$ cat src/rtl/tmi_pkg.sv
// Types and constants shared by the tape machine interpreter core.
// No dependencies; the front end, executor, top level and checker import this package.
`timescale 1ns / 1ps

package tmi_pkg;

    // Command characters of the tape language.
    localparam logic [7:0] CH_PLUS  = 8'h2B;
    localparam logic [7:0] CH_MINUS = 8'h2D;
    localparam logic [7:0] CH_LEFT  = 8'h3C;
    localparam logic [7:0] CH_RIGHT = 8'h3E;
    localparam logic [7:0] CH_OPEN  = 8'h5B;
    localparam logic [7:0] CH_CLOSE = 8'h5D;
    localparam logic [7:0] CH_DOT   = 8'h2E;
    localparam logic [7:0] CH_COMMA = 8'h2C;

    localparam logic [15:0] SKIP_MAX = 16'hFFFF;

    localparam int CMD_QUEUE_DEPTH = 2;
    localparam int RES_QUEUE_DEPTH = 2;

    typedef enum logic [3:0] {
        OP_NONE,
        OP_INC,
        OP_DEC,
        OP_LEFT,
        OP_RIGHT,
        OP_READ,
        OP_WRITE,
        OP_OPEN,
        OP_CLOSE
    } t_op;

    typedef enum logic [1:0] {
        ST_RUN = 2'd0,
        ST_END = 2'd1,
        ST_OVF = 2'd2
    } t_status;

    // Decoded instruction as it travels from the front end to the executor.
    typedef struct packed {
        t_op        op;
        logic       at_end;
        logic [7:0] in_byte;
    } t_cmd;

    typedef struct packed {
        logic [15:0] next_addr;
        logic [7:0]  out_byte;
        logic        out_valid;
        logic        in_used;
        t_status     status;
    } t_result;

endpackage

$ cat src/rtl/tmi_front.sv
// Front end: accepts instruction transfers and decodes them into commands.
// Depends on tmi_pkg; feeds the command queue in front of the executor.
`timescale 1ns / 1ps

module tmi_front
    import tmi_pkg::*;
(
    input  logic       i_push,
    input  logic [7:0] i_instr,
    input  logic [7:0] i_in_byte,
    input  logic       i_program_end,
    input  logic       i_queue_full,
    input  logic       i_clearing,
    output logic       o_full,
    output logic       o_queue_push,
    output t_cmd       o_cmd
);

    t_op w_op;

    always_comb begin
        unique case (i_instr)
            CH_PLUS:  w_op = OP_INC;
            CH_MINUS: w_op = OP_DEC;
            CH_LEFT:  w_op = OP_LEFT;
            CH_RIGHT: w_op = OP_RIGHT;
            CH_COMMA: w_op = OP_READ;
            CH_DOT:   w_op = OP_WRITE;
            CH_OPEN:  w_op = OP_OPEN;
            CH_CLOSE: w_op = OP_CLOSE;
            default:  w_op = OP_NONE;
        endcase
    end

    // No transfer is taken while the tape is still being cleared.
    assign o_full         = i_queue_full || i_clearing;
    assign o_queue_push   = i_push && !o_full;
    assign o_cmd.op       = w_op;
    assign o_cmd.at_end   = i_program_end;
    assign o_cmd.in_byte  = i_in_byte;

endmodule

$ cat config.mk
export PLATFORM = sky130hd
export DESIGN_NAME = tmi_front
export DESIGN_NICKNAME = d
export VERILOG_FILES = /design/src/rtl/tmi_pkg.sv /design/src/rtl/tmi_front.sv
export SDC_FILE = /design/constraint.sdc
export NUM_CORES = 1
export LEC_CHECK = 0
export ABC_AREA = 1
export BUFFER_PORTS_ARGS = -buffer_cell sky130_fd_sc_hd__buf_4
export CAP_MARGIN = 40
export CELL_PAD_IN_SITES_DETAIL_PLACEMENT = 2
export CELL_PAD_IN_SITES_GLOBAL_PLACEMENT = 2
export CORE_MARGIN = 8
export CORE_UTILIZATION = 12
export DETAILED_ROUTE_END_ITERATION = 8
export PLACE_DENSITY = 0.86
export RECOVER_POWER = 50
export SLEW_MARGIN = 5
export SYNTH_ARGS = -nofsm -noshare
export SYNTH_HDL_FRONTEND = slang
export SYNTH_SLANG_ARGS = --single-unit
$ cat constraint.sdc
create_clock -name vclk -period 0.8
set_clock_uncertainty 0.15 [all_clocks]
set_input_delay 0 -clock vclk [all_inputs]
set_output_delay 0 -clock vclk [all_outputs]
set_load 0.005 [all_outputs]
==> results.md <==
Outcome:
- The flow ran to the end, but the final reports show violations.
- The final reports fail on setup timing.

Logic synthesis:
- The cell area that synthesis handed to floorplanning was approximately 270 um2.
- The number of different library cells used by synthesis comes to 12.
- The instance count of the mapped netlist is between 50 and 60.
- The Yosys step of the flow raised 0 warnings.
- The post-synthesis net count is 77.
- The post-synthesis area per instance is 4.70 um2.
- The fraction of the yosys area taken by sequential cells is 0%.

Worst setup path:
- The worst setup path is captured at an output port.
- The startpoint-to-endpoint class of the critical path is in -> out.
- The required time at the worst-slack endpoint is between 600 and 700 ps.
- The worst setup path is launched from an input port.
- The slowest stage of the critical path is the sky130_fd_sc_hd__nor2_1 cell.
- On the worst path, the slowest cell contributes a delay of approximately 140 ps.
- The maximum fanout count along the critical path is 3.
- The signal on the critical path passes through buf_6 > inv_4 > nand4_1 > nor2_1 > nor2_1 > nand2_1 > buf_6.
- The kind of cell adding the most delay to the critical path is simple AND/OR/NAND/NOR gates.
- For the worst setup path, the data arrival time is 670 ps.
- Together, buffers and inverters on the worst path number 3.

Die:
- Pin placement for this block handled 35 I/O pins.
- The initial core utilization is between 10% and 20%.
- The die covers 0.00400 mm2.
- After floorplanning, the core was sized to cover approximately 0.0022 mm2.
- The die is roughly 63 um wide.
- Row generation in the floorplan step produced 17 rows.
- The y dimension of the die is about 63 um.

Timing:
- The worst hold slack after final layout is 147 ps.
- The total setup violations reported at the end of the flow is 2.
- After layout, the worst setup slack is -16.2 ps.
- The share of the cycle needed by the critical path after routing is 102%.
- Measured against its own limit, the worst slew margin works out to around 91%.
- At the pin with the least slew margin, the transition time is between 100 and 150 ps.
- For this run, the top clock speed supported by timing is approximately 1.2 GHz.
- Setup repair after global routing could not meet its margin everywhere.
- The number of hold violations in the final report was 0.
- The worst path in the final design needs a cycle of ~820 ps, including I/O delays and setup.
- For the final routed database, the setup TNS stands at -19.2 ps.
- The final-report max-slew violation count is 0.

Layout:
- In the final layout, the multi-input gates occupy 285 um2.
- The area added between synthesis and finish is 135%.
- Once layout is complete, the utilization of the core stands at around 29%.
- The register cell area after layout is 0 um2.
- 0 antenna diodes ended up in the layout.
- The final non-filler cell total is 103.
- Counting the fill cells in the layout gives 258.
- The count of flip-flops and latches is 0.
- In the final design database the tool counted 97 nets.
- In the layout the commonest cells are sky130_fd_sc_hd__nor2_4, sky130_fd_sc_hd__dlygate4sd3_1, sky130_fd_sc_hd__buf_4, sky130_fd_sc_hd__buf_6.
- The layout cell share with drive strength beyond 1 is a little over three fifths.
- The clock buffer instance count of the final layout is 0.

Worst hold path:
- The hold path endpoint is o_full.
- The path class of the tightest hold or removal check is in -> out.
- The worst hold path passes through 3 cells.
- The hold path startpoint is i_queue_full.

Global route:
- The via count of the first global-routing pass is roughly 470.
- The first-pass GRT wire length is 2.30 mm.
- In the global route stage, overall resource usage came out at 6.62%.
- The maximum number of pins on one net before global-route repair is 6.
- The initial antenna violation count is 0.
- The total overflow left after global routing is 0.

Route:
- In this run the remaining antenna-violating nets after routing total 0.
- The count of TritonRoute iterations in the first routing pass is 1.
- The total DRC errors in the routed layout is 0.
- The wire length after detailed routing is 1.48 mm.
- The detail-routed via count per cell is ~3.8.
- The number of design-rule violations left by the first detailed-router iteration is 0.
- Across all layers, the routed design uses 393 vias.
- In the final routed layout, each cell accounts on average for 14.3 um.

Power:
- The total leakage power is around 0.32 nW.
- Power comes to between 0.0002 and 0.00025 W.
- For this design the ratio of total power to cell area is between 300 and 400 mW/mm2.
- The worst IR drop on VDD is 155 uV.

Run:
- The max-cap check violation count is 0.

Placed design:
- At the end of routability-driven placement, the weighted congestion stood at around 0.69.
- After detailed placement, the design holds a cell count of 93.
- Once detailed placement completed, the half-perimeter wirelength came to 955 um.
- Port buffering added 17 buffers.
-- metrics by stage --
step,cell area [um2],worst slack (ps)
2_1_floorplan,268,208
3_3_place_gp,363,-89.0
3_5_place_dp,363,-115
4_1_cts,543,-7.18
5_1_grt,628,-62.3
6_report,628,-16.2
-- power by group --
part / internal [W] / switching (W) / total (W)
registers: 0 / 0 / 0
logic: 0.000127 / 0.000121 / 0.000248
clock network: 0 / 0 / 0
total: 0.000127 / 0.000121 / 0.000248
-- cell usage after synthesis --
master / number / area (um2)
sky130_fd_sc_hd__or2_2: 1 / 6.26
sky130_fd_sc_hd__buf_4: 9 / 67.6
sky130_fd_sc_hd__o21ai_1: 1 / 5.00
sky130_fd_sc_hd__nand3_1: 2 / 10.0
sky130_fd_sc_hd__nor2_2: 1 / 6.26
sky130_fd_sc_hd__clkinv_2: 1 / 5.00
sky130_fd_sc_hd__inv_1: 8 / 30.0
sky130_fd_sc_hd__inv_2: 1 / 3.75
sky130_fd_sc_hd__nand2_1: 13 / 48.8
sky130_fd_sc_hd__nor2_1: 16 / 60.1
sky130_fd_sc_hd__nand2_2: 2 / 12.5
sky130_fd_sc_hd__nand4_1: 2 / 12.5
-- cell families (layout without fill, tap and decap cells) --
kind of cell / Yosys count / in the layout / share of synthesized area, %
simple gates: 37 / 37 / 58.4
buf+inv: 19 / 37 / 39.7
compound gates: 1 / 1 / 1.87
-- worst max path at each step --
stage	from	to	slack, ps	depth (start not counted)
3_5_place_dp	i_instr[5]	o_cmd[10]	-120	7
2_1_floorplan	i_instr[7]	o_cmd[10]	210	5
6_report	i_instr[1]	o_cmd[10]	-20	7
5_1_grt	i_instr[7]	o_cmd[10]	-60	7
3_3_place_gp	i_instr[5]	o_cmd[10]	-90	7
4_1_cts	i_instr[1]	o_cmd[10]	-7	7
-- area by class of cell --
class	count	share of cell area, %
Multi-Input combinational cell	38	45.4
Timing Repair Buffer	27	41.8
Inverter	10	7.17
Tap cell	28	5.58
-- per-layer routing --
layer  vias up  GRT usage [%]  routed length [um]
met5         -              0                   0
met2        13           14.6                 957
li1        195              -                   -
met1       185           6.19                 446
met4         0              0                   0
met3         0           1.41                  72
-- repair_timing --
action	4_1_cts	5_1_grt
gates resized for setup	29	21
hold buffers	9	0
endpoints found under the hold margin	9	0
buffers inserted	0	1
pin swaps	16	20
endpoints found under the setup margin	4	3
(Power assumes the default switching activity.)
