## src/rtl/tmi_fifo.sv

```systemverilog
// Small synchronous queue of register entries, generic in item type and depth.
// Depends on nothing; separates front end from executor and buffers results.
`timescale 1ns / 1ps

module tmi_fifo #(
    parameter type t_item = logic,
    parameter int  DEPTH  = 2
) (
    input  logic  i_clk,
    input  logic  i_rst_n,
    input  logic  i_push,
    input  t_item i_data,
    input  logic  i_pop,
    output t_item o_data,
    output logic  o_full,
    output logic  o_empty
);

    localparam int PW = (DEPTH > 1) ? $clog2(DEPTH) : 1;
    localparam int CW = $clog2(DEPTH + 1);
    localparam logic [PW-1:0] PTR_LAST = PW'(DEPTH - 1);
    localparam logic [CW-1:0] CNT_FULL = CW'(DEPTH);

    t_item         r_mem [DEPTH];
    logic [PW-1:0] r_wr_ptr, n_wr_ptr;
    logic [PW-1:0] r_rd_ptr, n_rd_ptr;
    logic [CW-1:0] r_count, n_count;
    logic          w_do_push;
    logic          w_do_pop;

    assign o_full    = (r_count == CNT_FULL);
    assign o_empty   = (r_count == '0);
    assign w_do_push = i_push && !o_full;
    assign w_do_pop  = i_pop && !o_empty;
    assign o_data    = r_mem[r_rd_ptr];

    always_comb begin
        n_wr_ptr = r_wr_ptr;
        n_rd_ptr = r_rd_ptr;
        n_count  = r_count;
        if (w_do_push) begin
            n_wr_ptr = (r_wr_ptr == PTR_LAST) ? '0 : r_wr_ptr + 1'b1;
        end
        if (w_do_pop) begin
            n_rd_ptr = (r_rd_ptr == PTR_LAST) ? '0 : r_rd_ptr + 1'b1;
        end
        if (w_do_push && !w_do_pop) begin
            n_count = r_count + 1'b1;
        end else if (w_do_pop && !w_do_push) begin
            n_count = r_count - 1'b1;
        end
    end

    always_ff @(posedge i_clk) begin
        if (!i_rst_n) begin
            r_wr_ptr <= '0;
            r_rd_ptr <= '0;
            r_count  <= '0;
        end else begin
            r_wr_ptr <= n_wr_ptr;
            r_rd_ptr <= n_rd_ptr;
            r_count  <= n_count;
        end
    end

    always_ff @(posedge i_clk) begin
        if (w_do_push) begin
            r_mem[r_wr_ptr] <= i_data;
        end
    end

endmodule

```

## config.mk

```make
export PLATFORM = sky130hd
export DESIGN_NAME = tmi_fifo
export DESIGN_NICKNAME = d
export VERILOG_FILES = /design/src/rtl/tmi_fifo.sv
export SDC_FILE = /design/constraint.sdc
export NUM_CORES = 1
export LEC_CHECK = 0
export ABC_AREA = 1
export BUFFER_PORTS_ARGS = -buffer_cell sky130_fd_sc_hd__clkbuf_2
export CAP_MARGIN = 20
export CORE_AREA = 2 2 39 41
export CTS_CLUSTER_DIAMETER = 150
export CTS_CLUSTER_SIZE = 25
export DETAILED_ROUTE_END_ITERATION = 8
export DIE_AREA = 0 0 41 43
export SLEW_MARGIN = 20
export SYNTH_ARGS = -nofsm -noshare
export SYNTH_HDL_FRONTEND = slang
export SYNTH_SLANG_ARGS = --single-unit
```

## constraint.sdc

```tcl
create_clock -name i_clk -period 1.5 [get_ports i_clk]
set_input_delay 0.225 -clock i_clk [delete_from_list [all_inputs] [get_ports i_clk]]
set_output_delay 0.225 -clock i_clk [all_outputs]
set_load 0.1 [all_outputs]
```

==> results of run 1 <==
-- final cells by class --
type / instances / area (sq um) / share of cell area
repair buffers: 8 / 60.1 / 0.137
multi-input cells: 25 / 135 / 0.309
inverters: 9 / 33.8 / 0.0771
clock buffers: 4 / 26.3 / 0.0600
well taps: 16 / 20.0 / 0.0457
flip-flops and latches: 7 / 163 / 0.371
-- layer usage --
metal,global-route usage,up-vias,wire length (um)
met4,0.0400,0,0
met5,0,-,0
met2,0.125,11,285
met3,0.0785,0,59
met1,0.0871,119,220
li1,-,149,-
-- cells by family (layout without fill, tap and decap cells) --
group	after synthesis	after routing	synth area share
flip-flops	7	7	0.502
AND/OR/NAND/NOR	19	19	0.243
buffers and inverters	9	21	0.106
AO/OA/AOI/OAI	4	4	0.0745
multiplexers	1	1	0.0353
adder cells (fa/ha/maj)	1	1	0.0392
-- cell usage in the layout, fill, tap and decap left out, types with 2 or more instances in the layout --
cell type  instances
o21ai_0            2
dfxtp_1            3
nor2_1             8
buf_4              2
edfxtp_1           2
clkbuf_4           3
dfxtp_2            2
inv_1              8
nand2_1            6
nor2_2             2
clkbuf_2           4
-- worst paths after layout --
check | endpoint | slack [ps] | cells past startpoint
hold reg to reg | r_rd_ptr | 500 | 2
setup reg to reg | r_count[1] | 130 | 9
hold / removal | r_mem[0] | 170 | 1
setup / recovery | o_data | 110 | 2
-- worst max-delay path, cell delays in order (launching register included) --
cell and delay, ps:
dfxtp_1 310, mux2_2 320, buf_2 290
-- metrics by stage --
step	setup WS (ps)	TNS (ps)	instance area (sq um)	std cells
final	110	0	438	69
after global routing	13.4	0	438	69
after CTS	20.2	0	437	69
after detailed placement	107	0	410	65
after global placement	131	0	410	65
after floorplan	-110	-184	330	41
==> load_flow_metrics.sql, run 1 <==
INSERT INTO impl_metrics (metric_group, metric, value, unit) VALUES
('clock_network', 'cts-hold-fix-buffers', '0', ''),
('clock_network', 'cts_sinks', '7', ''),
('route', 'drc_errors', '0', ''),
('yosys', 'synth_most_common_cell', 'nor2_1', ''),
('floorplanning', 'die_w', '41', 'um'),
('clock_network', 'cts.root.buffer_cell', 'clkbuf_4', ''),
('grt', 'overflow', '0', ''),
('final_layout', 'fill_cells', '158', ''),
('final_layout', 'drive_above_1_share', '0.358', ''),
('yosys', 'synthTopCellsByArea', 'dfxtp_1, edfxtp_1, nor2_1', ''),
('timing', 'rsz_0062_raised_after_global_routing', 'no', ''),
('yosys', 'synth_warn', '0', ''),
('route', 'vias', '279', ''),
('yosys', 'synth.distinct_cells', '14', ''),
('min_path', 'tightest_hold_check_type', 'in -> reg', ''),
('floorplanning', 'placeable_area', '1380', 'sq um'),
('clock_network', 'clock_latency_late_sink', '250', 'ps'),
('min_path', 'min-delay-start', 'i_data', ''),
('yosys', 'synth_common_cells', 'nor2_1, inv_1, nand2_1, dfxtp_1', ''),
('timing', 'period_needed', '1390', 'ps'),
('timing', 'hold-worst-slack', '174', 'ps'),
('grt', 'grt_pass1_wl', '1000', 'um'),
('clock_network', 'ctsLongestPathBuffers', '2', ''),
('timing', 'relSlewSlack', '0.680', ''),
('yosys', 'proportion_of_register_bits_with_asynchronous_set_or_reset_after_synthesis', '0', ''),
('place', 'gp_congestion', '0.763', ''),
('yosys', 'synth_area', '319', 'sq um'),
('floorplanning', 'initial_core_util', '0.231', ''),
('grt', 'grt.total_usage', '0.0884', ''),
('clock_network', 'tritoncts', 'done', ''),
('floorplanning', 'rows', '14', ''),
('worst_setup_path', 'critical_path.endpoint_type', 'output pin', ''),
('clock_network', 'post-cts-setup-buffers', '0', ''),
('place', 'dp.final_hpwl', '470', 'um'),
('yosys', 'synth_area_leader_cell', 'dfxtp_1', ''),
('worst_setup_path', 'criticalPathCategory', 'reg -> out', ''),
('route', 'dr.pass1.iters', '4', ''),
('route', 'first_iter_violations', '4', ''),
('floorplanning', 'ios', '8', ''),
('timing', 'finalClockSkew', '0.191', 'ps'),
('final_layout', 'n_antenna_cell', '0', ''),
('floorplanning', 'die_area', '1760', 'sq um'),
('route', 'route.detailed.wl_per_inst', '8.17', 'um'),
('route', 'totalWireLength', '564', 'um'),
('worst_setup_path', 'critPathRequiredTime', '1270', 'ps'),
('final_layout', 'fin_nets', '60', ''),
('yosys', 'synth_area_per_cell', '7.78', 'sq um'),
('timing', 'hold_viol', '0', ''),
('yosys', 'synth_seq_area_share', '0.502', ''),
('timing', 'fmaxAchievable', '719', 'MHz'),
('clock_network', 'htree_levels', '1', ''),
('clock_network', 'cts.clk_slew.worst_paths', '50', 'ps'),
('timing', 'maxSlewViolCount', '0', ''),
('floorplanning', 'floorplan.die.height', '43', 'um'),
('timing', 'worstMarginPinSlew', '484', 'ps'),
('yosys', 'synth-seq-cells', '7', ''),
('grt', 'grt_pass1_vias', '271', ''),
('final_layout', 'final_util', '0.316', ''),
('final_layout', 'syn2layout_area_growth', '37.3', '%'),
('worst_setup_path', 'arrival', '1170', 'ps'),
('route', 'post_drt_via_cell_ratio', '4.04', ''),
('worst_setup_path', 'cp-start-kind', 'register', ''),
('clock_network', 'postCtsResizedCells', '0', ''),
('yosys', 'synth_cells', '41', ''),
('timing', 'timing.final.setup_violations', '0', ''),
('route', 'antenna_violating_nets_post_route', '0', ''),
('worst_setup_path', 'crit_path_max_fanout', '1', ''),
('yosys', 'netlist.area_leader.share', '0.314', ''),
('yosys', 'syn_nets', '47', ''),
('worst_setup_path', 'reg2reg_from', 'r_count[0]', ''),
('grt', 'maximum_number_of_pins_on_one_net_before_global_route_repair', '6', ''),
('run', 'cap_violations', '0', ''),
('run_status', 'run_status', 'completed', ''),
('timing', 'finalCritPeriodShare', '0.927', ''),
('place', 'port-buffer-count', '7', ''),
('clock_network', 'numCtsBuffers', '3', ''),
('grt', 'antenna_found_initial', '0', ''),
('yosys', 'post_synth_edffs', '2', ''),
('yosys', 'prevailing_post_synth_register_cell', 'dfxtp_1', '');
Power of run 1 is not shown: default switching activity piles up to over one toggle a cycle in this logic, so the estimate is an artifact.
==> inputs of run 2 (changes only) <==
==> constraint.sdc (replaced) <==
create_clock -name i_clk -period 1.5 [get_ports i_clk]
set_input_delay 0.225 -clock i_clk [delete_from_list [all_inputs] [get_ports i_clk]]
set_output_delay 0.225 -clock i_clk [all_outputs]
set_load 0.05 [all_outputs]
==> run 2 against run 1 <==
- first-iteration DRC count down 100%
- non-clock buffer count down 1
- fmax up 1.6%
- worst hold slack worse by 9.7 ps
- wire length down 2.1%
- flip-flop and latch count unchanged
- core utilization down 2.0 points
- final cell count down 1.4%
- critical endpoint is now r_count[1]
- largest cell class unchanged
- register-to-register slack about the same
==> load_flow_metrics.sql, run 2 (same netlist as run 1, synthesis figures left out) <==
INSERT INTO impl_metrics (metric_group, metric, value, unit) VALUES
('timing', 'relSlewSlack', '0.815', ''),
('route', 'antenna_violating_nets_post_route', '0', ''),
('place', 'dp_cells', '64', ''),
('worst_setup_path', 'timing.critical_path.mode_cell', 'inv_1', ''),
('timing', 'fmaxAchievable', '730', 'MHz'),
('floorplanning', 'die_area', '1760', 'sq um'),
('floorplanning', 'initial_core_util', '0.231', ''),
('final_layout', 'final_cell_area', '410', 'sq um'),
('power_and_ir_drop', 'power_per_cell_area', '2160', 'nW/um^2'),
('final_layout', 'fill_cells', '160', ''),
('worst_setup_path', 'worstPathBufferInverterCount', '4', ''),
('timing', 'finalClockSkew', '2.39', 'ps'),
('min_path', 'tightest_hold_check_type', 'in -> reg', ''),
('clock_network', 'cts.clk_slew.worst_paths', '60', 'ps'),
('worst_setup_path', 'reg2reg_from', 'r_count[1]', ''),
('floorplanning', 'floorplan.die.height', '43', 'um'),
('final_layout', 'fin_nets', '59', ''),
('place', 'dp.final_hpwl', '437', 'um'),
('clock_network', 'numCtsBuffers', '3', ''),
('clock_network', 'post-cts-setup-buffers', '0', ''),
('route', 'vias', '273', ''),
('final_layout', 'mostFrequentLayoutCells', 'nor2_1, inv_1, clkbuf_2', ''),
('grt', 'grt_pass1_vias', '267', ''),
('worst_setup_path', 'crit_path_max_fanout', '4', ''),
('final_layout', 'instances_no_fill', '68', ''),
('worst_setup_path', 'crit_path_end', 'r_count[1]', ''),
('final_layout', 'seq_area', '163', 'sq um'),
('power_and_ir_drop', 'vdd_drop_max', '0.825', 'mV'),
('worst_setup_path', 'cp-startpoint', 'r_count[1]', ''),
('clock_network', 'ctsLongestPathBuffers', '2', ''),
('place', 'gp_congestion', '0.683', ''),
('timing', 'worstMarginPinSlew', '278', 'ps'),
('worst_setup_path', 'ff2ff_setup_slack', '130', 'ps'),
('route', 'totalWireLength', '552', 'um'),
('final_layout', 'commonest_non_fill_non_tap_cell_in_the_layout', 'nor2_1', ''),
('worst_setup_path', 'critical_path.endpoint_type', 'register', ''),
('worst_setup_path', 'crit_cells', '9', ''),
('worst_setup_path', 'critical-path-top-delay-family', 'flip-flops', ''),
('grt', 'grt_pass1_wl', '890', 'um'),
('grt', 'grt.total_usage', '0.0843', ''),
('worst_setup_path', 'worst_path_cell_with_the_longest_stage_delay', 'dfxtp_2', ''),
('floorplanning', 'rows', '14', ''),
('route', 'dr.pass1.iters', '1', ''),
('final_layout', 'multi_input_comb_area', '133', 'sq um'),
('run_status', 'run_status', 'completed', ''),
('route', 'route.detailed.wl_per_inst', '8.12', 'um'),
('grt', 'antenna_found_initial', '0', ''),
('final_layout', 'drive_above_1_share', '0.327', ''),
('final_layout', 'syn2layout_area_growth', '28.6', '%'),
('timing', 'maxSlewViolCount', '0', ''),
('worst_setup_path', 'arrival', '1560', 'ps'),
('route', 'drc_errors', '0', ''),
('floorplanning', 'placeable_area', '1380', 'sq um'),
('clock_network', 'htree_levels', '1', ''),
('clock_network', 'clock_latency_late_sink', '250', 'ps'),
('timing', 'timing.final.setup_violations', '0', ''),
('run', 'cap_violations', '0', ''),
('timing', 'setup_ws', '131', 'ps'),
('timing', 'finalCritPeriodShare', '0.913', ''),
('timing', 'hold-worst-slack', '165', 'ps'),
('clock_network', 'cts_sinks', '7', ''),
('worst_setup_path', 'cp-start-kind', 'register', ''),
('worst_setup_path', 'criticalPathCategory', 'reg -> reg', ''),
('grt', 'overflow', '0', ''),
('timing', 'hold_viol', '0', ''),
('timing', 'setup_total_negative_slack', '0', 'ps'),
('grt', 'maximum_number_of_pins_on_one_net_before_global_route_repair', '6', ''),
('clock_network', 'cts.root.buffer_cell', 'clkbuf_4', ''),
('worst_setup_path', 'timing.rr.end', 'r_count[1]', ''),
('place', 'dpl_worst_slack', '85.8', 'ps'),
('worst_setup_path', 'path_cells', 'inv_1, o21ai_2, inv_1, ha_1, inv_1, nand3_1, nand2_1, inv_1, nor2_1', ''),
('place', 'placed_cell_area', '382', 'sq um'),
('floorplanning', 'die_w', '41', 'um'),
('floorplanning', 'ios', '8', ''),
('route', 'post_drt_via_cell_ratio', '4.01', ''),
('power_and_ir_drop', 'cellLeakagePower', '0.200', 'nW'),
('final_layout', 'n_antenna_cell', '0', ''),
('clock_network', 'tritoncts', 'done', ''),
('worst_setup_path', 'critPathRequiredTime', '1690', 'ps'),
('route', 'first_iter_violations', '0', ''),
('timing', 'rsz_0062_raised_after_global_routing', 'no', ''),
('timing', 'period_needed', '1370', 'ps'),
('worst_setup_path', 'slowest_delay', '350', 'ps'),
('place', 'port-buffer-count', '7', ''),
('worst_setup_path', 'worst_r2r_path_depth', '9', ''),
('clock_network', 'cts-hold-fix-buffers', '0', '');
run 2: changes by cell type in the layout (fill, tap and decap cells not counted), sizes merged:
| cell | before | now |
|---|---|---|
| clkbuf | 8 | 11 |
| buf | 4 | 0 |
run 2: report_power, final:
| part | switching (mW) | internal, mW |
|---|---|---|
| Sequential | 0.0491 | 0.256 |
| Clock | 0.0744 | 0.102 |
| Combinational | 0.283 | 0.123 |
run 2: worst reg2reg max path, cell delays in order, from the launching register on:
cell and delay, ps:
dfxtp_2 350, inv_1 80, o21ai_2 170, inv_1 80
ha_1 310, inv_1 80, nand3_1 70, nand2_1 60
inv_1 30, nor2_1 80
run 2: metal layers:
layer,GRT usage,wire length [um],up-vias
li1,-,-,148
met3,0.0471,39,2
met5,0,0,-
met1,0.0705,230,118
met2,0.119,268,5
met4,0.100,13,0
run 2: area by class of cell:
cell class                      count  area share
Tap cell                           16      0.0488
Sequential cell                     7       0.396
Inverter                            9      0.0823
Timing Repair Buffer                7      0.0854
Multi-Input combinational cell     25       0.323
Clock buffer                        4      0.0640
run 2: stage by stage:
step           power (mW)  utilization
2_1_floorplan       0.635            -
3_3_place_gp        0.705        0.276
3_5_place_dp        0.712        0.276
4_1_cts             0.893        0.295
5_1_grt             0.960        0.297
6_report            0.887        0.297
run 2: worst min path at each step:
stage           start  cells past startpoint        to  slack, ps
6_report       i_data                      1  r_mem[1]        160
5_1_grt        i_data                      1  r_mem[1]        150
4_1_cts        i_data                      1  r_mem[1]        160
3_5_place_dp   i_data                      1  r_mem[1]        430
3_3_place_gp   i_data                      1  r_mem[0]        430
2_1_floorplan  i_data                      0  r_mem[0]        320
run 2: repair_timing:
item | in CTS | in global routing
hold endpoints to repair | 0 | 0
resized for setup | 0 | 2
endpoints found under the setup margin | 0 | 1
Power figures use the tool's default switching activity.
